### src/rtl/slxpp_pkg.sv
// ----------------------------------------------------------------------------
// slxpp_pkg
// Shared types and codes for the start/type/length/payload/XOR deframer.
// ----------------------------------------------------------------------------
package slxpp_pkg;

  // Result status codes
  typedef enum logic [1:0] {
    ST_DATA    = 2'd0,
    ST_EMPTY   = 2'd1,
    ST_BADLEN  = 2'd2,
    ST_BADCSUM = 2'd3
  } status_t;

  // Front-end parse phase
  typedef enum logic [2:0] {
    PH_SOF1 = 3'd0,
    PH_SOF2 = 3'd1,
    PH_TYPE = 3'd2,
    PH_LEN  = 3'd3,
    PH_BODY = 3'd4
  } phase_t;

  // Back-end sequencer state
  typedef enum logic [1:0] {
    BK_IDLE = 2'd0,
    BK_READ = 2'd1,
    BK_SEND = 2'd2
  } back_state_t;

  // Configuration register indexes
  typedef enum logic [1:0] {
    REG_START_FIRST  = 2'd0,
    REG_START_SECOND = 2'd1,
    REG_MAX_PAYLOAD  = 2'd2
  } reg_index_t;

  typedef struct packed {
    logic [7:0] start_first;
    logic [7:0] start_second;
    logic [6:0] max_payload;
  } cfg_t;

  // One verdict handed from the front end to the back end
  typedef struct packed {
    status_t    status;
    logic [7:0] ptype;
    logic [7:0] plen;
  } cmd_t;

  localparam logic [7:0] START_FIRST_RST  = 8'd170;
  localparam logic [7:0] START_SECOND_RST = 8'd85;
  localparam logic [6:0] MAX_PAYLOAD_RST  = 7'd64;

endpackage

### src/rtl/slxpp_in_if.sv
// ----------------------------------------------------------------------------
// slxpp_in_if
// Received-byte channel: valid/ready handshake with one byte of payload.
// ----------------------------------------------------------------------------
interface slxpp_in_if;
  logic       valid;
  logic       ready;
  logic [7:0] rx_byte;

  modport source (output valid, output rx_byte, input ready);
  modport sink   (input valid, input rx_byte, output ready);
endinterface

### src/rtl/slxpp_out_if.sv
// ----------------------------------------------------------------------------
// slxpp_out_if
// Result channel: valid/ready handshake with one parsed result.
// ----------------------------------------------------------------------------
interface slxpp_out_if;
  logic       valid;
  logic       ready;
  logic [1:0] status;
  logic [7:0] packet_type;
  logic [7:0] payload_length;
  logic [7:0] data_byte;
  logic [5:0] byte_index;
  logic       last;

  modport source (output valid, output status, output packet_type,
                  output payload_length, output data_byte, output byte_index,
                  output last, input ready);
  modport sink   (input valid, input status, input packet_type,
                  input payload_length, input data_byte, input byte_index,
                  input last, output ready);
endinterface

### src/rtl/slxpp_front.sv
// ----------------------------------------------------------------------------
// slxpp_front
// Byte parser: hunts start bytes, checks length and XOR, writes payload
// bytes to the buffer and posts one verdict per packet to the queue.
// ----------------------------------------------------------------------------
module slxpp_front #(
  parameter int PAYLOAD_DEPTH = 64,
  parameter int AW            = 6
) (
  input  logic              clk,
  input  logic              rst_n,
  input  slxpp_pkg::cfg_t   cfg,
  slxpp_in_if.sink          in_ch,
  input  logic              q_full,
  output logic              q_push,
  output slxpp_pkg::cmd_t   q_cmd,
  input  logic              run_done,
  output logic              wr_en,
  output logic [AW-1:0]     wr_addr,
  output logic [7:0]        wr_data
);
  import slxpp_pkg::*;

  localparam logic [6:0] DEPTH_W = 7'(PAYLOAD_DEPTH);

  phase_t     phase_r, phase_nxt;
  logic [6:0] cnt_r, cnt_nxt;
  logic [6:0] len_r, len_nxt;
  logic [7:0] type_r, type_nxt;
  logic [7:0] xor_r, xor_nxt;
  logic       busy_r, busy_nxt;

  logic [6:0] limit;
  logic       body_write;
  logic       accept;
  logic [7:0] b;

  assign b          = in_ch.rx_byte;
  assign limit      = (cfg.max_payload > DEPTH_W) ? DEPTH_W : cfg.max_payload;
  assign body_write = (phase_r == PH_BODY) && (cnt_r < len_r);
  // hold payload bytes while the buffer still drains the previous run
  assign in_ch.ready = !q_full && !(body_write && busy_r);
  assign accept      = in_ch.valid && in_ch.ready;

  assign wr_en   = accept && body_write;
  assign wr_addr = cnt_r[AW-1:0];
  assign wr_data = b;

  always_ff @(posedge clk) begin
    if (!rst_n) begin
      phase_r <= PH_SOF1;
      cnt_r   <= '0;
      len_r   <= '0;
      type_r  <= '0;
      xor_r   <= '0;
      busy_r  <= 1'b0;
    end else begin
      phase_r <= phase_nxt;
      cnt_r   <= cnt_nxt;
      len_r   <= len_nxt;
      type_r  <= type_nxt;
      xor_r   <= xor_nxt;
      busy_r  <= busy_nxt;
    end
  end

  always_comb begin
    phase_nxt = phase_r;
    cnt_nxt   = cnt_r;
    len_nxt   = len_r;
    type_nxt  = type_r;
    xor_nxt   = xor_r;
    busy_nxt  = busy_r && !run_done;
    q_push    = 1'b0;
    q_cmd     = '{status: ST_BADLEN, ptype: type_r, plen: {1'b0, len_r}};
    if (accept) begin
      unique case (phase_r)
        PH_SOF1: begin
          if (b == cfg.start_first) phase_nxt = PH_SOF2;
        end
        PH_SOF2: begin
          if (b == cfg.start_second) begin
            phase_nxt = PH_TYPE;
          end else if (b != cfg.start_first) begin
            phase_nxt = PH_SOF1;
            cnt_nxt   = '0;
            len_nxt   = '0;
          end
        end
        PH_TYPE: begin
          type_nxt  = b;
          phase_nxt = PH_LEN;
        end
        PH_LEN: begin
          if (b > {1'b0, limit}) begin
            q_push    = 1'b1;
            q_cmd     = '{status: ST_BADLEN, ptype: type_r, plen: b};
            phase_nxt = PH_SOF1;
            cnt_nxt   = '0;
            len_nxt   = '0;
          end else begin
            len_nxt   = b[6:0];
            cnt_nxt   = '0;
            xor_nxt   = type_r ^ b;
            phase_nxt = PH_BODY;
          end
        end
        PH_BODY: begin
          if (body_write) begin
            xor_nxt = xor_r ^ b;
            cnt_nxt = cnt_r + 7'd1;
          end else begin
            q_push = 1'b1;
            if (b != xor_r) begin
              q_cmd.status = ST_BADCSUM;
            end else if (len_r == '0) begin
              q_cmd.status = ST_EMPTY;
            end else begin
              q_cmd.status = ST_DATA;
              busy_nxt     = 1'b1;
            end
            phase_nxt = PH_SOF1;
            cnt_nxt   = '0;
            len_nxt   = '0;
          end
        end
        default: begin
          phase_nxt = PH_SOF1;
          cnt_nxt   = '0;
          len_nxt   = '0;
        end
      endcase
    end
  end

endmodule

### src/rtl/slxpp_cmd_fifo.sv
// ----------------------------------------------------------------------------
// slxpp_cmd_fifo
// Two-entry verdict queue between the parser and the result sequencer.
// ----------------------------------------------------------------------------
module slxpp_cmd_fifo (
  input  logic            clk,
  input  logic            rst_n,
  input  logic            push,
  input  slxpp_pkg::cmd_t push_cmd,
  input  logic            pop,
  output slxpp_pkg::cmd_t head_cmd,
  output logic            full,
  output logic            empty
);
  import slxpp_pkg::*;

  cmd_t       entry_r [2];
  logic       wptr_r, wptr_nxt;
  logic       rptr_r, rptr_nxt;
  logic [1:0] cnt_r, cnt_nxt;
  logic       do_push, do_pop;

  assign full     = (cnt_r == 2'd2);
  assign empty    = (cnt_r == 2'd0);
  assign do_push  = push && !full;
  assign do_pop   = pop && !empty;
  assign head_cmd = entry_r[rptr_r];

  always_comb begin
    wptr_nxt = wptr_r ^ do_push;
    rptr_nxt = rptr_r ^ do_pop;
    cnt_nxt  = cnt_r + {1'b0, do_push} - {1'b0, do_pop};
  end

  always_ff @(posedge clk) begin
    if (!rst_n) begin
      wptr_r <= 1'b0;
      rptr_r <= 1'b0;
      cnt_r  <= '0;
    end else begin
      wptr_r <= wptr_nxt;
      rptr_r <= rptr_nxt;
      cnt_r  <= cnt_nxt;
    end
  end

  always_ff @(posedge clk) begin
    if (do_push) entry_r[wptr_r] <= push_cmd;
  end

endmodule

### src/rtl/slxpp_back.sv
// ----------------------------------------------------------------------------
// slxpp_back
// Result sequencer: owns the payload buffer, turns each verdict into one
// error/empty result or a run of payload-byte results.
// ----------------------------------------------------------------------------
module slxpp_back #(
  parameter int PAYLOAD_DEPTH = 64,
  parameter int AW            = 6
) (
  input  logic            clk,
  input  logic            rst_n,
  input  logic            q_empty,
  input  slxpp_pkg::cmd_t q_head,
  output logic            q_pop,
  output logic            run_done,
  input  logic            wr_en,
  input  logic [AW-1:0]   wr_addr,
  input  logic [7:0]      wr_data,
  slxpp_out_if.source     out_ch
);
  import slxpp_pkg::*;

  logic [7:0] mem [PAYLOAD_DEPTH];
  logic [7:0] mem_q;

  back_state_t state_r, state_nxt;
  cmd_t        cmd_r, cmd_nxt;
  logic [AW-1:0] idx_r, idx_nxt;
  logic        is_last;
  logic        send_ok;

  assign is_last = (cmd_r.status != ST_DATA) ||
                   ((8'(idx_r) + 8'd1) == cmd_r.plen);
  assign send_ok = (state_r == BK_SEND) && out_ch.ready;

  assign out_ch.valid          = (state_r == BK_SEND);
  assign out_ch.status         = cmd_r.status;
  assign out_ch.packet_type    = cmd_r.ptype;
  assign out_ch.payload_length = cmd_r.plen;
  assign out_ch.data_byte      = (cmd_r.status == ST_DATA) ? mem_q : 8'd0;
  assign out_ch.byte_index     = 6'(idx_r);
  assign out_ch.last           = is_last;

  always_ff @(posedge clk) begin
    if (wr_en) mem[wr_addr] <= wr_data;
    if (state_r == BK_READ) mem_q <= mem[idx_r];
  end

  always_ff @(posedge clk) begin
    if (!rst_n) begin
      state_r <= BK_IDLE;
    end else begin
      state_r <= state_nxt;
    end
  end

  always_ff @(posedge clk) begin
    cmd_r <= cmd_nxt;
    idx_r <= idx_nxt;
  end

  always_comb begin
    state_nxt = state_r;
    cmd_nxt   = cmd_r;
    idx_nxt   = idx_r;
    q_pop     = 1'b0;
    run_done  = 1'b0;
    unique case (state_r)
      BK_IDLE: begin
        if (!q_empty) begin
          q_pop     = 1'b1;
          cmd_nxt   = q_head;
          idx_nxt   = '0;
          state_nxt = (q_head.status == ST_DATA) ? BK_READ : BK_SEND;
        end
      end
      BK_READ: begin
        state_nxt = BK_SEND;
      end
      BK_SEND: begin
        if (send_ok) begin
          if (is_last) begin
            // release the buffer to the parser once the run is out
            run_done  = (cmd_r.status == ST_DATA);
            state_nxt = BK_IDLE;
          end else begin
            idx_nxt   = idx_r + AW'(1);
            state_nxt = BK_READ;
          end
        end
      end
      default: begin
        state_nxt = BK_IDLE;
      end
    endcase
  end

endmodule

### src/rtl/sof_length_xor_packet_parser_unit.sv
// ----------------------------------------------------------------------------
// sof_length_xor_packet_parser_unit
// Start-of-frame / type / length / payload / XOR-check deframer.
// ----------------------------------------------------------------------------
// Usage:
//   in_ch carries one received byte per transaction; out_ch carries results
//   (payload byte, empty packet, bad length, bad checksum). cfg_we writes
//   register cfg_index with cfg_wdata; write only while idle.
// Throughput:
//   The parser takes one byte per cycle; in_ch.ready drops while the
//   two-entry verdict queue is full, and on a payload byte while the buffer
//   still drains the previous good packet's run. The sequencer pops a verdict,
//   then for each payload byte reads the buffer and then outputs the byte;
//   any other result is output directly after the pop.
// Result path:
//   With an idle sequencer, a verdict is registered in the queue, then
//   popped; a payload run reads the buffer before its first result shows.
// Reset:
//   rst_n (synchronous) resets state and config registers, returns the
//   parser to hunting and empties the queue. The payload buffer is not
//   cleared; every entry read was written earlier in the same packet.
// Stall:
//   A low out_ch.ready holds the current result; the queue and parser keep
//   going until the queue fills or a payload byte meets a busy buffer.
// ----------------------------------------------------------------------------
module sof_length_xor_packet_parser_unit #(
  parameter int PAYLOAD_DEPTH = 64
) (
  input  logic       clk,
  input  logic       rst_n,
  slxpp_in_if.sink   in_ch,
  slxpp_out_if.source out_ch,
  input  logic       cfg_we,
  input  logic [1:0] cfg_index,
  input  logic [7:0] cfg_wdata
);
  import slxpp_pkg::*;

  localparam int AW = (PAYLOAD_DEPTH > 1) ? $clog2(PAYLOAD_DEPTH) : 1;

  cfg_t cfg_r, cfg_nxt;

  logic          q_push, q_pop, q_full, q_empty;
  cmd_t          q_cmd, q_head;
  logic          run_done;
  logic          wr_en;
  logic [AW-1:0] wr_addr;
  logic [7:0]    wr_data;

  always_comb begin
    cfg_nxt = cfg_r;
    if (cfg_we) begin
      case (cfg_index)
        REG_START_FIRST:  cfg_nxt.start_first  = cfg_wdata;
        REG_START_SECOND: cfg_nxt.start_second = cfg_wdata;
        REG_MAX_PAYLOAD:  cfg_nxt.max_payload  = cfg_wdata[6:0];
        default:          cfg_nxt = cfg_r;
      endcase
    end
  end

  always_ff @(posedge clk) begin
    if (!rst_n) begin
      cfg_r <= '{start_first:  START_FIRST_RST,
                 start_second: START_SECOND_RST,
                 max_payload:  MAX_PAYLOAD_RST};
    end else begin
      cfg_r <= cfg_nxt;
    end
  end

  slxpp_front #(
    .PAYLOAD_DEPTH(PAYLOAD_DEPTH),
    .AW           (AW)
  ) u_front (
    .clk     (clk),
    .rst_n   (rst_n),
    .cfg     (cfg_r),
    .in_ch   (in_ch),
    .q_full  (q_full),
    .q_push  (q_push),
    .q_cmd   (q_cmd),
    .run_done(run_done),
    .wr_en   (wr_en),
    .wr_addr (wr_addr),
    .wr_data (wr_data)
  );

  slxpp_cmd_fifo u_fifo (
    .clk     (clk),
    .rst_n   (rst_n),
    .push    (q_push),
    .push_cmd(q_cmd),
    .pop     (q_pop),
    .head_cmd(q_head),
    .full    (q_full),
    .empty   (q_empty)
  );

  slxpp_back #(
    .PAYLOAD_DEPTH(PAYLOAD_DEPTH),
    .AW           (AW)
  ) u_back (
    .clk     (clk),
    .rst_n   (rst_n),
    .q_empty (q_empty),
    .q_head  (q_head),
    .q_pop   (q_pop),
    .run_done(run_done),
    .wr_en   (wr_en),
    .wr_addr (wr_addr),
    .wr_data (wr_data),
    .out_ch  (out_ch)
  );

endmodule

### src/flat_wrapper.sv
// flat-port wrapper written by rule: the top's interface ports become plain ports
module sof_length_xor_packet_parser_unit_flat import slxpp_pkg::*;
#(
  parameter int PAYLOAD_DEPTH = 64
)
  (clk, rst_n, cfg_we, cfg_index, cfg_wdata, in_ch_valid, in_ch_rx_byte, in_ch_ready, out_ch_valid, out_ch_status, out_ch_packet_type, out_ch_payload_length, out_ch_data_byte, out_ch_byte_index, out_ch_last, out_ch_ready);
  slxpp_in_if in_ch_i ();
  slxpp_out_if out_ch_i ();
  input  logic clk;
  input  logic rst_n;
  input  logic cfg_we;
  input  logic [1:0] cfg_index;
  input  logic [7:0] cfg_wdata;
  input wire logic [$bits(in_ch_i.valid)-1:0] in_ch_valid;
  input wire logic [$bits(in_ch_i.rx_byte)-1:0] in_ch_rx_byte;
  output wire logic [$bits(in_ch_i.ready)-1:0] in_ch_ready;
  output wire logic [$bits(out_ch_i.valid)-1:0] out_ch_valid;
  output wire logic [$bits(out_ch_i.status)-1:0] out_ch_status;
  output wire logic [$bits(out_ch_i.packet_type)-1:0] out_ch_packet_type;
  output wire logic [$bits(out_ch_i.payload_length)-1:0] out_ch_payload_length;
  output wire logic [$bits(out_ch_i.data_byte)-1:0] out_ch_data_byte;
  output wire logic [$bits(out_ch_i.byte_index)-1:0] out_ch_byte_index;
  output wire logic [$bits(out_ch_i.last)-1:0] out_ch_last;
  input wire logic [$bits(out_ch_i.ready)-1:0] out_ch_ready;
  assign in_ch_i.valid = in_ch_valid;
  assign in_ch_i.rx_byte = in_ch_rx_byte;
  assign in_ch_ready = in_ch_i.ready;
  assign out_ch_valid = out_ch_i.valid;
  assign out_ch_status = out_ch_i.status;
  assign out_ch_packet_type = out_ch_i.packet_type;
  assign out_ch_payload_length = out_ch_i.payload_length;
  assign out_ch_data_byte = out_ch_i.data_byte;
  assign out_ch_byte_index = out_ch_i.byte_index;
  assign out_ch_last = out_ch_i.last;
  assign out_ch_i.ready = out_ch_ready;
  sof_length_xor_packet_parser_unit #(.PAYLOAD_DEPTH(PAYLOAD_DEPTH)) u_core (.clk(clk), .rst_n(rst_n), .in_ch(in_ch_i), .out_ch(out_ch_i), .cfg_we(cfg_we), .cfg_index(cfg_index), .cfg_wdata(cfg_wdata));
endmodule
### config.mk
export PLATFORM = sky130hd
export DESIGN_NAME = sof_length_xor_packet_parser_unit_flat
export DESIGN_NICKNAME = d
export VERILOG_FILES = /design/src/rtl/slxpp_pkg.sv /design/src/rtl/slxpp_in_if.sv /design/src/rtl/slxpp_out_if.sv /design/src/rtl/slxpp_front.sv /design/src/rtl/slxpp_cmd_fifo.sv /design/src/rtl/slxpp_back.sv /design/src/rtl/sof_length_xor_packet_parser_unit.sv /design/src/flat_wrapper.sv
export SDC_FILE = /design/constraint.sdc
export NUM_CORES = 1
export LEC_CHECK = 0
export ABC_CLOCK_PERIOD_IN_PS = 4500
export BUFFER_PORTS_ARGS = -buffer_cell sky130_fd_sc_hd__buf_2
export CAP_MARGIN = 20
export CORE_AREA = 4 4 249 251
export CTS_CLUSTER_DIAMETER = 100
export CTS_CLUSTER_SIZE = 28
export DETAILED_ROUTE_END_ITERATION = 10
export DIE_AREA = 0 0 253 255
export GPL_TIMING_DRIVEN = 0
export REMOVE_ABC_BUFFERS = 1
export SETUP_SLACK_MARGIN = 0.5
export SYNTH_ARGS = -nofsm -noshare
export SYNTH_HDL_FRONTEND = slang
export SYNTH_HIERARCHICAL = 1
export SYNTH_SLANG_ARGS = --single-unit
### constraint.sdc
create_clock -name clk -period 4.5 [get_ports clk]
set_clock_uncertainty 0.05 [all_clocks]
set_input_delay 0.9 -clock clk [delete_from_list [all_inputs] [get_ports clk]]
set_output_delay 0.9 -clock clk [all_outputs]
set_load 0.03 [all_outputs]
# Word level (Yosys, flattened, before mapping)
# Memories as Yosys holds them, arrays and structs flattened. A register that Yosys moved wholly into a read port is not among the register bits.
# Cells that the tools add are included.
# Widths: inputs -> output; s select.
[totals]
register_bits = 87
latch_bits = 0
ram_bits = 548
romBits = 0
output_inout_bits = 35
wordCells = 146
memories = 2
[op_classes]
n_addsub = 5
multipliers = 0
div = 0
n_lt_le_gt_ge = 3
eq_ne = 24
shift = 0
muxes = 53
n_bitwise = 6
n_reduce_logical = 36
[mem_list]
columns = ["name", "depth", "width", "read_ports", "rd_clocked_by_memory_dff", "wr", "line", "rtl"]
rows = [
  ["u_core.u_back.mem", 64, 8, 1, 1, 1, "slxpp_back.sv:23", "logic [7:0] mem [PAYLOAD_DEPTH];"],
  ["u_core.u_fifo.entry_r", 2, 18, 1, 1, 1, "slxpp_cmd_fifo.sv:17", "cmd_t entry_r [2];"],
]
[ops]
columns = ["operator", "n"]
rows = [
  ["$mux 7", 6],
  ["$mux 8", 5],
  ["$pmux 7 s4", 1],
  ["$pmux 7 s3", 1],
  ["$mux 1", 20],
  ["$mux 18", 1],
  ["$mux 6", 3],
  ["$eq 8x8->1", 2],
  ["$ne 2x2->1 const B", 8],
  ["$ne 8x8->1", 2],
  ["$pmux 8 s2", 1],
  ["$reduce_and 4->1", 4],
  ["$xor 8x8->8", 2],
  ["$mux 3", 5],
  ["$pmux 3 s5", 1],
  ["$pmux 6 s2", 1],
  ["$reduce_and 2->1", 6],
  ["$logic_not 2->1", 5],
  ["$mux 2", 5],
  ["$logic_and 1x1->1", 9],
  ["$eq 7x8->1", 1],
  ["$gt 8x7->1", 1],
  ["$add 6x1->7 const B", 1],
  ["$add 7x1->7 const B", 1],
  ["24 further kinds", 35],
]

# Depth between registers and ports, before layout
# Gate-level depths: netlist of run 1.
[logic_depth]
ltp_word = 13
mapped_depth = 15

# Hierarchy
# Netlist of run 1, hierarchy kept.
[by_module_without_submodules]
columns = ["mod", "instances", "cells_each", "area_each_um2", "seq_area_each_um2"]
rows = [
  ["slxpp_back", 1, 1068, 21441.8, 16375.7],
  ["slxpp_front", 1, 330, 2770.2, 680.7],
  ["slxpp_cmd_fifo", 1, 81, 1607.8, 1181.1],
  ["sof_length_xor_packet_parser_unit", 1, 96, 965.9, 460.4],
]

# Least setup slack after synthesis of run 1
# No wires, ideal clock.
[synth_path]
path_type = "input to register"
start = "input in_ch_rx_byte[0]"
end = "memory u_core/u_fifo/entry_r[1][0] (netlist name), enable pin"
setup_ns = 0.376
arrival_ns = 2.882
required_ns = 4.074
setup_slack_ns = 1.192
stages = 11
n_path_buf = 1
path_cell_list = "buf_2 -> inv_1 -> ha_1 -> nor2b_1 -> o211ai_1 -> a21o_1 -> a21oi_1 -> nand2_1 -> nand2_1 -> and2_1 -> ha_1"
[synth_via]
elab_chain_cells = 7
[synth_rtl]
columns = ["element", "line", "rtl"]
rows = [
  ["from (decl)", "flat_wrapper.sv:15", "input wire logic [$bits(in_ch_i.rx_byte)-1:0] in_ch_rx_byte;"],
  ["$gt 8x7->1", "slxpp_front.sv:95", "if (b > {1'b0, limit}) begin"],
  ["$mux 1", "slxpp_front.sv:95", ""],
  ["$pmux 1 s2", "slxpp_front.sv:77", "unique case (phase_r)"],
  ["$mux 1", "slxpp_front.sv:76", "if (accept) begin"],
  ["named net u_core.q_push", "sof_length_xor_packet_parser_unit.sv:43", "logic q_push, q_pop, q_full, q_empty;"],
  ["$logic_and 1x1->1", "slxpp_cmd_fifo.sv:25", "assign do_push = push && !full;"],
  ["$mux 1", "slxpp_cmd_fifo.sv:48", "if (do_push) entry_r[wptr_r] <= push_cmd;"],
  ["$mux 1 (implied by the code)", "slxpp_cmd_fifo.sv:48", ""],
  ["to (decl)", "slxpp_cmd_fifo.sv:17", ""],
]
# The timed path passes the listed nets, and every way through them passes these cells.

# Worst setup path in the final report of run 1
[layout_path]
start = "register u_core.u_front.cnt_r[5]"
end = "memory u_core.u_back.mem[28][2], enable pin"
[layout_via]
elab_chain_cells = 9
[layout_rtl]
columns = ["element", "line", "rtl"]
rows = [
  ["from (decl)", "slxpp_front.sv:27", "logic [6:0] cnt_r, cnt_nxt;"],
  ["from (signal assigned)", "slxpp_front.sv:59", "cnt_r <= cnt_nxt;"],
  ["$lt 7x7->1 *", "slxpp_front.sv:40", "assign body_write = (phase_r == PH_BODY) && (cnt_r < len_r);"],
  ["$logic_and 1x1->1 *", "slxpp_front.sv:40", ""],
  ["$logic_and 1x1->1", "slxpp_front.sv:42", "assign in_ch.ready = !q_full && !(body_write && busy_r);"],
  ["$logic_not 1->1", "slxpp_front.sv:42", ""],
  ["$logic_and 1x1->1", "slxpp_front.sv:42", ""],
  ["$logic_and 1x1->1", "slxpp_front.sv:43", "assign accept = in_ch.valid && in_ch.ready;"],
  ["$logic_and 1x1->1 *", "slxpp_front.sv:45", "assign wr_en = accept && body_write;"],
  ["named net u_core.wr_en", "sof_length_xor_packet_parser_unit.sv:46", "logic wr_en;"],
  ["$mux 1 *", "slxpp_back.sv:45", "if (wr_en) mem[wr_addr] <= wr_data;"],
  ["$mux 1 (implied by the code) *", "slxpp_back.sv:45", ""],
  ["to (decl)", "slxpp_back.sv:23", ""],
]
# The timed path passes the listed nets; every way through them passes the cells marked *.

==> flow_summary.toml, run 1 <==
[timing]
fin_hold_ws_ns = 0.420
post-route-period-util_pct = 86.7
clock.fmax_mhz = 256
setup_viol = 0
grt_setup_unrepaired = "true"
slew_headroom_pct = 28.2
slew_viol_final = 0
finalHoldViolCount = 0
period_minus_slack_ns = 3.90
tightest_slew_ns = 1.08

[worst_hold_path]
min_to = "u_core/cfg_r[5]"
hp-start = "u_core/cfg_r[5]"
worstHoldPathType = "reg -> reg"
worstHoldPathCells = 2

[critical_path]
reg2reg_depth = 8
reg2reg_slack_ns = 0.60
cp.required_ns = 4.69
crit_type = "reg -> reg"
worstPathMaxFanout = 21
timing.rr.start = "u_core/u_front/cnt_r[5]"
cp-end-kind = "flop"
cp_data_arrival_time_ns = 4.09
critPathLaunchType = "flop"
r2r_end = "u_core/u_back/mem[28][2]"
cp-startpoint = "u_core/u_front/cnt_r[5]"

[yosys]
syn-cell-area_um2 = 26800
yosysTopAreaCellShare_pct = 65.0
synth_cells = 1575
synth_top_cell_by_area = "edfxtp_1"
seq_area_frac_synth_pct = 69.8
yosys_warnings = 6
syn_area_per_cell_um2 = 17.0
yosys_register_bits = 644
synth-main-ff-cell = "edfxtp_1"
synth_top_cells_by_area = "edfxtp_1 65%, mux4_2 8.9%, dfxtp_1 4.8%"
synth_edf_count = 580
synth_cell_types = 83
synthArstFlopShare_pct = 0

[place]
dp_hpwl_um = 36200
portBuffers = 57
routabilityCongestion = 0.807
dp.cells = 2352

[power]
ir_drop_mv = 0.241
p_leak_uw = 0.00908
powerDensity_nw_per_um2 = 328
p_total_uw = 9580

[clock_tree]
insertion_delay_ns = 0.60
hold_buffers = 0
ctsHtreeMaxLevel = 1
cts_root_buffer = "clkbuf_16"
cts-buffers-inserted = 27
clk_path_buf_depth = 3
cts.sinks = 644
cts_tree = "yes"
clk_pin_slew_worst_paths_ns = 0.10

[drt]
dr.pass1.iters = 5
via_per_inst = 5.76
avgRoutedWirePerCell_um = 24.1
vias = 13813
routed_wl_um = 57800
drtIter0Drc = 1048
post-route-drc-count = 0
ant_nets = 0

[floorplanning]
io_pins = 58
core_area_um2 = 59900
die_height_um = 255
rows = 90
die_w_um = 253
fp.dieArea_um2 = 64500
initial_core_util_pct = 44.7

[final_layout]
nNetsFinal = 1648
instances_no_fill = 2398
antenna_cells = 0
final_common_cell = "edfxtp_1"
fillers = 4970
drive_above_1_share_pct = 19.9
syn2layout_area_growth_pct = 8.95
multi_input_area_um2 = 7500
seqCellArea_um2 = 18700
final_cell_mix = "580 x edfxtp_1, 111 x nor2_1, 106 x mux4_2"

[run]
max_cap_violations = 0

[global_routing]
grt_pass1_vias = 13842
grt_pass1_wl_um = 87100
antenna_found_initial = 1
grt_max_degree = 76
grt.overflow.total = 0
grt_use_total_pct = 17.8

[outcome]
outcome = "complete, no violations"
## layer usage
layer	track usage [%]	share of wire, %
met5	0	0
met4	3.47	2.0
met3	2.79	5.8
met2	29.5	49
met1	25.4	43
## critical path: stages, from the launching register on
cell and delay [ns]:
dfxtp_1 0.75, ha_1 0.36, nand2_1 0.06, o21a_1 0.22, o211ai_4 0.17, clkinv_2 0.30
nor2b_1 0.35, nand2_1 0.61, nor2_2 0.67
## stage by stage
step	TNS, ns	setup slack [ns]	instance area [um2]	util [%]
2_1_floorplan	-45.99	-2.88	26100	-
3_3_place_gp	-136.46	-5.47	27400	45.7
3_5_place_dp	-7.61	-0.224	28200	47.1
4_1_cts	0	0.407	29000	48.4
5_1_grt	0	0.420	29200	48.7
6_report	0	0.600	29200	48.7
## cell usage after synthesis (10+ instances only)
cell type    n
nand2b_1    18
clkbuf_1    18
nand2_1     87
ha_1        19
a21oi_1     28
buf_2       31
a22oi_1     14
edfxtp_1   580
nor2b_1     22
dfxtp_1     64
nand4_1     19
and2_1      14
nor2_1     139
o21ai_0     22
inv_1       20
mux4_2     106
mux2i_1     86
mux2_4      10
nand3_1     27
buf_4       36
xnor2_1     29
## logic make-up (layout without fill, tap and decap cells)
| group | Yosys count | after routing | share of synthesized area (%) |
|---|---|---|---|
| adder cells (fa/ha/maj) | 19 | 19 | 0.888 |
| flip-flops | 644 | 644 | 69.8 |
| XOR/XNOR | 37 | 37 | 1.31 |
| AND/OR/NAND/NOR | 382 | 382 | 7.11 |
| buffers and inverters | 119 | 160 | 2.72 |
| multiplexers | 226 | 226 | 14.1 |
| AO/OA/AOI/OAI | 148 | 148 | 4.02 |
## cell type report
type	count	share of cell area, %
tap	782	3.35
sequential	644	64.1
clock buffer	35	2.42
timing repair buffer	99	4.03
multi-input combinational	812	25.7
clock inverter	4	0.141
inverter	22	0.287
## repair_timing
action,CTS,global route
buffers inserted,1,5
gates resized for setup,3,41
setup endpoints to repair,101,339
hold endpoints to repair,0,0
## where the power goes
part           internal [uW]  total (uW)  switching [uW]
logic                   46.1         187             141
clock network           1130        2890            1760
registers               6500        6500            5.24
total                   7670        9580            1910
## sequential cells by signal, summed over array words and instances (netlist names), 3 cells and up, named ones only
| register | cells |
|---|---|
| u_core/u_back/mem | 512 |
| u_core/u_fifo/entry_r | 36 |
| u_core/cfg_r | 23 |
| u_core/u_back/mem_q | 8 |
| u_core/u_back/out_ch.packet_type | 8 |
| u_core/u_back/out_ch.payload_length | 8 |
| u_core/u_front/type_r | 8 |
| u_core/u_front/xor_r | 8 |
| u_core/u_front/cnt_r | 7 |
| u_core/u_front/len_r | 7 |
| u_core/u_back/out_ch.byte_index | 6 |
| u_core/u_front/phase_r | 3 |
## how the worst max path moves through the flow
| stage | to | cells past startpoint |
|---|---|---|
| final | u_core/u_back/mem[28][2] | 8 |
| after global routing | u_core/u_back/mem[32][0] | 8 |
| after CTS | u_core/u_back/mem[38][3] | 8 |
| after detailed placement | u_core/u_fifo/entry_r[0][10] | 11 |
| after global placement | out_ch_last | 6 |
| after floorplan | out_ch_last | 6 |
No activity file was read; power rests on OpenSTA's default activity.
==> inputs of run 2 (changes only) <==
--- a/config.mk
+++ b/config.mk
@@ -8,15 +8,15 @@
 export ABC_CLOCK_PERIOD_IN_PS = 4500
 export BUFFER_PORTS_ARGS = -buffer_cell sky130_fd_sc_hd__buf_2
 export CAP_MARGIN = 20
-export CORE_AREA = 4 4 249 251
+export CORE_AREA = 4 4 246 248
+export CTS_BUF_LIST = sky130_fd_sc_hd__clkbuf_4
 export CTS_CLUSTER_DIAMETER = 100
 export CTS_CLUSTER_SIZE = 28
 export DETAILED_ROUTE_END_ITERATION = 10
-export DIE_AREA = 0 0 253 255
+export DIE_AREA = 0 0 250 252
 export GPL_TIMING_DRIVEN = 0
 export REMOVE_ABC_BUFFERS = 1
 export SETUP_SLACK_MARGIN = 0.5
 export SYNTH_ARGS = -nofsm -noshare
 export SYNTH_HDL_FRONTEND = slang
-export SYNTH_HIERARCHICAL = 1
 export SYNTH_SLANG_ARGS = --single-unit
==> run 2 against run 1 <==
  * Final cell count decreased by 5.0%
  * Global-route usage increased by 0.65 points
  * Routed wire length increased by 1.1%
  * Setup slack got worse by 0.097 ns
  * Synthesized cell count decreased by 9.0%
  * Die area decreased by 2.3%
  * Register-to-register slack improved by 0.39 ns
  * Sequential power increased by 4.5%
  * Critical path type is now reg -> out
  * Highest routed layer unchanged
==> flow_summary.toml, run 2 <==
[power]
ir_drop_mv = 0.249
p_comb_share_pct = 35.4
switching_share_pct = 30.8
p_clk_share_pct = 14.8
p_sw_uw = 4200
power_frac_seq_pct = 49.7
powerDensity_nw_per_um2 = 483
p_total_uw = 13700
p_leak_uw = 0.00887
p_int_uw = 9450

[timing]
finalHoldViolCount = 0
setup_viol = 0
period_minus_slack_ns = 4.00
fin_hold_ws_ns = 0.209
slew_headroom_pct = 26.5
tightest_slew_ns = 1.10
clock.fmax_mhz = 250
post-route-period-util_pct = 88.8
slew_viol_final = 0
grt_setup_unrepaired = "true"

[global_routing]
grt_use_total_pct = 18.4
grt.overflow.total = 0
antenna_found_initial = 1
grt_max_degree = 76
grt_pass1_vias = 13318
grt_pass1_wl_um = 87500

[drt]
drtIter0Drc = 1298
routed_wl_um = 58500
vias = 13100
avgRoutedWirePerCell_um = 25.7
ant_nets = 0
via_per_inst = 5.75
post-route-drc-count = 0
dr.pass1.iters = 6

[yosys]
synth_xor_area_share_pct = 1.28
synth_top_cells_by_area = "edfxtp_1 67%, mux4_2 13%, dfxtp_1 4.9%"
syn-cell-area_um2 = 26000
synth-simple-area-share_pct = 5.67
synth-main-ff-cell = "edfxtp_1"
synth_common_cells = "580 x edfxtp_1, 152 x mux4_2, 132 x nor2_1"
syn_area_per_cell_um2 = 18.1
seq_area_frac_synth_pct = 71.9
synth_compound_area_share_pct = 2.96
yosys_warnings = 0
yosys_register_bits = 644
synth_top_family_by_area = "multiplexers"
synth_top_cell_by_area = "edfxtp_1"
yosysTopAreaCellShare_pct = 67.0
yosysMostFrequentCell = "edfxtp_1"
synth_cells = 1434
synthArstFlopShare_pct = 0
synth_mux_area_share_pct = 15.6
synth_edf_count = 580
synth_cell_types = 59
synthAdderAreaFrac_pct = 0.914

[clock_tree]
clk_pin_slew_worst_paths_ns = 0.27
hold_buffers = 0
ctsHtreeMaxLevel = 1
clk_path_buf_depth = 3
cts.sinks = 644
insertion_delay_ns = 0.91
cts_root_buffer = "clkbuf_4"
cts_tree = "yes"
cts-buffers-inserted = 27

[run]
max_cap_violations = 0

[final_layout]
reg_top3 = "u_core.u_back.mem x512, u_core.u_fifo.entry_r x36, u_core.cfg_r x23"
top_register = "u_core.u_back.mem"
drive_above_1_share_pct = 22.6
final_common_cell = "edfxtp_1"
final_cell_mix = "580 x edfxtp_1, 152 x mux4_2, 131 x nor2_1"
nNetsFinal = 1537
syn2layout_area_growth_pct = 8.55
fillers = 4875
largest_reg_flops = 512

[floorplanning]
initial_core_util_pct = 44.5
fp.dieArea_um2 = 63000
rows = 89
io_pins = 58
die_w_um = 250
core_area_um2 = 58500
die_height_um = 252

[critical_path]
cp.required_ns = 3.55
worstPathMaxFanout = 2
crit_type = "reg -> out"
timing.rr.start = "u_core.u_front.cnt_r[4]"
r2r_end = "u_core.u_back.mem[58][5]"
cp_data_arrival_time_ns = 3.05
reg2reg_depth = 7
critPathLaunchType = "flop"
cp-end-kind = "primary output"
reg2reg_slack_ns = 0.99

[worst_hold_path]
min_to = "u_core.cfg_r[22]"
worstHoldPathCells = 3
hp-start = "cfg_wdata[7]"
worstHoldPathType = "in -> reg"

[outcome]
outcome = "complete, no violations"

[place]
dp_hpwl_um = 37700
routabilityCongestion = 0.786
portBuffers = 57
## run 2: changes by cell type after synthesis, moves of 10 or more
cell      delta
buf_4       -35
nand2b_1    -12
mux2i_1     -44
clkbuf_1    +18
nand2_1     -22
nand3b_1    +12
a22oi_1     -13
mux2_2      +10
a211oi_1    +10
mux2_4      -10
mux4_2      +46
## run 2: power groups by stage
stage	registers, uW	clock network [uW]	logic [uW]
6_report	6790	2030	4830
5_1_grt	6810	2300	5130
4_1_cts	6800	2100	4900
3_5_place_dp	7000	0	4680
3_3_place_gp	7640	0	3260
2_1_floorplan	7550	0	2400
## run 2: through the flow
stage               worst slack [ns]  area, um2  setup TNS [ns]  util [%]  instances
detailed placement           0.00614      27800               0      47.5       2223
global route                   0.316      28200               0      48.3       2279
floorplan                      -3.41      25600          -61.96         -       1356
finish                         0.503      28200               0      48.3       2279
CTS                            0.373      28200               0      48.2       2275
global placement               -6.20      26900         -170.55      46.0       2186
## run 2: worst max path at each step
stage	start	slack [ns]	endpoint
2_1_floorplan	u_core.u_back.out_ch.byte_index[0]	-3.41	out_ch_last
3_3_place_gp	u_core.u_back.out_ch.byte_index[0]	-6.20	out_ch_last
3_5_place_dp	in_ch_rx_byte[0]	0.006	u_core.u_fifo.entry_r[0][11]
4_1_cts	u_core.u_back.out_ch.byte_index[0]	0.37	out_ch_last
5_1_grt	u_core.u_back.out_ch.byte_index[0]	0.32	out_ch_last
6_report	u_core.u_back.out_ch.byte_index[0]	0.50	out_ch_last
## run 2: cells by family (layout without fill, tap and decap cells)
family	count (synthesis)	in the layout
flip-flops	644	644
buffers and inverters	93	164
AND/OR/NAND/NOR	311	311
XOR/XNOR	38	38
AO/OA/AOI/OAI	116	116
multiplexers	213	213
adder cells (fa/ha/maj)	19	19
other	0	1
## run 2: critical path, cell delays in order, from the launching register on
cell and delay, ns:
edfxtp_1 0.49, clkbuf_16 0.18, buf_16 0.12, buf_16 0.12, buf_16 0.12, nand3_2 0.07, nor2_2 0.05, xnor2_2 0.13
buf_4 0.17, xor2_1 0.14, nand4_1 0.22, nand2_2 0.20, buf_6 0.15
## run 2: routing by layer
layer	routed length, um	track usage [%]	vias up	share of wire [%]
li1	-	-	5794	-
met5	0	0	-	0
met2	28800	30.8	378	49
met4	1190	3.41	0	2.0
met3	3830	3.49	61	6.5
met1	24700	25.9	6867	42
## run 2: area by class of cell
cell class,count,area [um2],share of cell area [%]
diodes,1,2.50,0.00886
clock buffers,35,263,0.931
clock inverters,4,35.0,0.124
inverters,15,58.8,0.208
multi-input cells,697,6900,24.4
flip-flops and latches,644,18700,66.2
well taps,773,967,3.43
repair buffers,110,1310,4.63
## run 2: timing repair
| action | 4_1_cts | 5_1_grt |
|---|---|---|
| setup endpoints to repair | 1 | 35 |
| gates resized for setup | 7 | 4 |
| buffers inserted | 13 | 2 |
| pin swaps | 4 | 2 |
==> inputs of run 3 (changes only) <==
--- a/config.mk
+++ b/config.mk
@@ -15,7 +15,6 @@
 export DETAILED_ROUTE_END_ITERATION = 10
 export DIE_AREA = 0 0 250 252
 export GPL_TIMING_DRIVEN = 0
-export REMOVE_ABC_BUFFERS = 1
 export SETUP_SLACK_MARGIN = 0.5
 export SYNTH_ARGS = -nofsm -noshare
 export SYNTH_HDL_FRONTEND = slang
==> run 3 against run 2 <==
  * Non-clock buffer count grew 43
  * Count of clock-buffer cells in the layout grew 2
  * Via count is 3.0% higher
  * Hold slack got worse by 0.033 ns
  * Cell area decreased by 0.82%
  * Critical path type unchanged
  * First-iteration DRC count decreased by 5.6%
  * Routed wire length rose by 6.7%
  * Combinational power fell by 5.4%
  * Critical endpoint unchanged
  * Flip-flop and latch count did not move
  * Largest cell class unchanged
==> flow_summary.toml, run 3 (synthesis results as in run 2) <==
[clock_tree]
cts.sinks = 644
cts_tree = "yes"
insertion_delay_ns = 0.88
cts_root_buffer = "clkbuf_4"
cts-buffers-inserted = 27
clk_pin_slew_worst_paths_ns = 0.28
clk_path_buf_depth = 3
hold_buffers = 0
ctsHtreeMaxLevel = 1

[floorplanning]
die_w_um = 250
core_area_um2 = 58500
io_pins = 58
initial_core_util_pct = 44.5
fp.dieArea_um2 = 63000
die_height_um = 252
rows = 89

[critical_path]
cp-end-kind = "primary output"
worstPathMaxFanout = 10
cp_data_arrival_time_ns = 2.94
cp_num_buf_inv = 4
cp.required_ns = 3.55
cpPeakStageDelay_ns = 0.49
crit_type = "reg -> out"
cp_top_family = "buffers and inverters"
critPathSlowestCell = "edfxtp_1"
path_cells = "buf_12, buf_6, buf_12, nand3_1, xnor2_2, xor2_1, nand4_1, nand2_2, buf_6"
critPathLaunchType = "flop"
timing.rr.start = "u_core.u_front.phase_r[1]"
cp-startpoint = "u_core.u_back.out_ch.byte_index[1]"

[timing]
slew_viol_final = 0
grt_setup_unrepaired = "true"
clock.fmax_mhz = 257
post-route-period-util_pct = 86.5
fin_ws_ns = 0.607
finalHoldViolCount = 0
tightest_slew_ns = 1.05
fin_hold_ws_ns = 0.176
period_minus_slack_ns = 3.89
slew_headroom_pct = 30.0
setup_viol = 0

[power]
p_total_uw = 13400
p_comb_share_pct = 34.1
p_clk_share_pct = 15.2
switching_share_pct = 32.2
powerDensity_nw_per_um2 = 478
ir_drop_mv = 0.256
p_int_uw = 9080
p_leak_uw = 0.00877
power_frac_seq_pct = 50.7
p_sw_uw = 4310

[drt]
ant_nets = 0
via_per_inst = 5.80
vias = 13490
drtIter0Drc = 1225
post-route-drc-count = 0
avgRoutedWirePerCell_um = 26.8
routed_wl_um = 62400
dr.pass1.iters = 5

[final_layout]
drive_above_1_share_pct = 22.0
fillers = 4891
final_common_cell = "edfxtp_1"
final_cell_mix = "580 x edfxtp_1, 152 x mux4_2, 131 x nor2_1"
instances_no_fill = 2324
nNetsFinal = 1580
top_register = "u_core.u_back.mem"
largest_reg_flops = 512
syn2layout_area_growth_pct = 7.66
postLayoutCoreUtil_pct = 47.9
reg_top3 = "u_core.u_back.mem x512, u_core.u_fifo.entry_r x36, u_core.cfg_r x23"

[global_routing]
grt_use_total_pct = 19.5
grt_pass1_wl_um = 90700
grt.overflow.total = 0
grt_pass1_vias = 13262
antenna_found_initial = 2
grt_max_degree = 67

[yosys]
syn-num-nets = 1476

[place]
routabilityCongestion = 0.839
portBuffers = 57
pre_cts_ws_ns = -0.318
dp.cells = 2272
dp_hpwl_um = 42100

[outcome]
outcome = "complete, no violations"

[worst_hold_path]
worstHoldPathType = "in -> reg"
hp-start = "cfg_wdata[7]"

[run]
max_cap_violations = 0
==> run 3: cell count changes in the layout (fill, tap and decap cells not counted), sizes merged <==
cell / change
clkinvlp: +1
buf: +6
inv: -1
clkbuf: +39
clkinv: -1
diode: +1
==> run 3: area by class of cell <==
cell class,instances,area (um2),share of cell area [%]
inverters,15,56.3,0.201
clock inverters,3,41.3,0.147
well taps,773,967,3.45
plain buffers,78,509,1.82
clock buffers,37,278,0.992
multi-input cells,697,6910,24.7
flip-flops and latches,644,18700,66.8
diodes,2,5.00,0.0179
repair buffers,75,538,1.92
==> run 3: repair_timing <==
action	CTS	global route
pin swaps	3	1
setup endpoints to repair	1	37
endpoints found under the hold margin	0	0
setup buffers	9	0
resized for setup	36	5
==> run 3: worst paths after layout <==
kind / end / slack, ns / depth (start not counted)
setup / recovery: out_ch_last / 0.61 / 9
hold / removal: u_core.cfg_r[22] / 0.18 / 3
setup reg to reg: u_core.u_back.mem[57][4] / 0.78 / 8
hold reg to reg: u_core.cfg_r[7] / 0.49 / 2
==> run 3: worst register-to-register path, delay by kind of cell (launching register included) <==
| kind | cells | cell delay (ns) |
|---|---|---|
| AO/OA/AOI/OAI | 2 | 0.39 |
| buffers and inverters | 2 | 0.41 |
| flip-flops | 1 | 0.36 |
| AND/OR/NAND/NOR | 4 | 2.16 |
==> run 3: power by group through the flow <==
stage / registers, uW / clock network, uW / logic, uW
after floorplan: 7050 / 0 / 2700
after global placement: 6930 / 0 / 4320
final: 6780 / 2040 / 4570
after global routing: 6800 / 2290 / 4790
after detailed placement: 6930 / 0 / 4370
after CTS: 6790 / 2100 / 4600
==> run 3: per-layer routing <==
metal	vias to the layer above	wire length, um	track usage, %
met5	-	13	0
met4	2	779	2.79
met3	58	3750	2.61
met2	416	30700	32.5
met1	7123	27200	28.7
li1	5891	-	-
==> run 3: per-stage QoR <==
stage / setup TNS (ns) / instance area [um2]
after floorplan: 0 / 26000
after global placement: -21.42 / 27300
after detailed placement: -11.21 / 27400
after CTS: 0 / 28000
after global routing: 0 / 28000
final: 0 / 28000
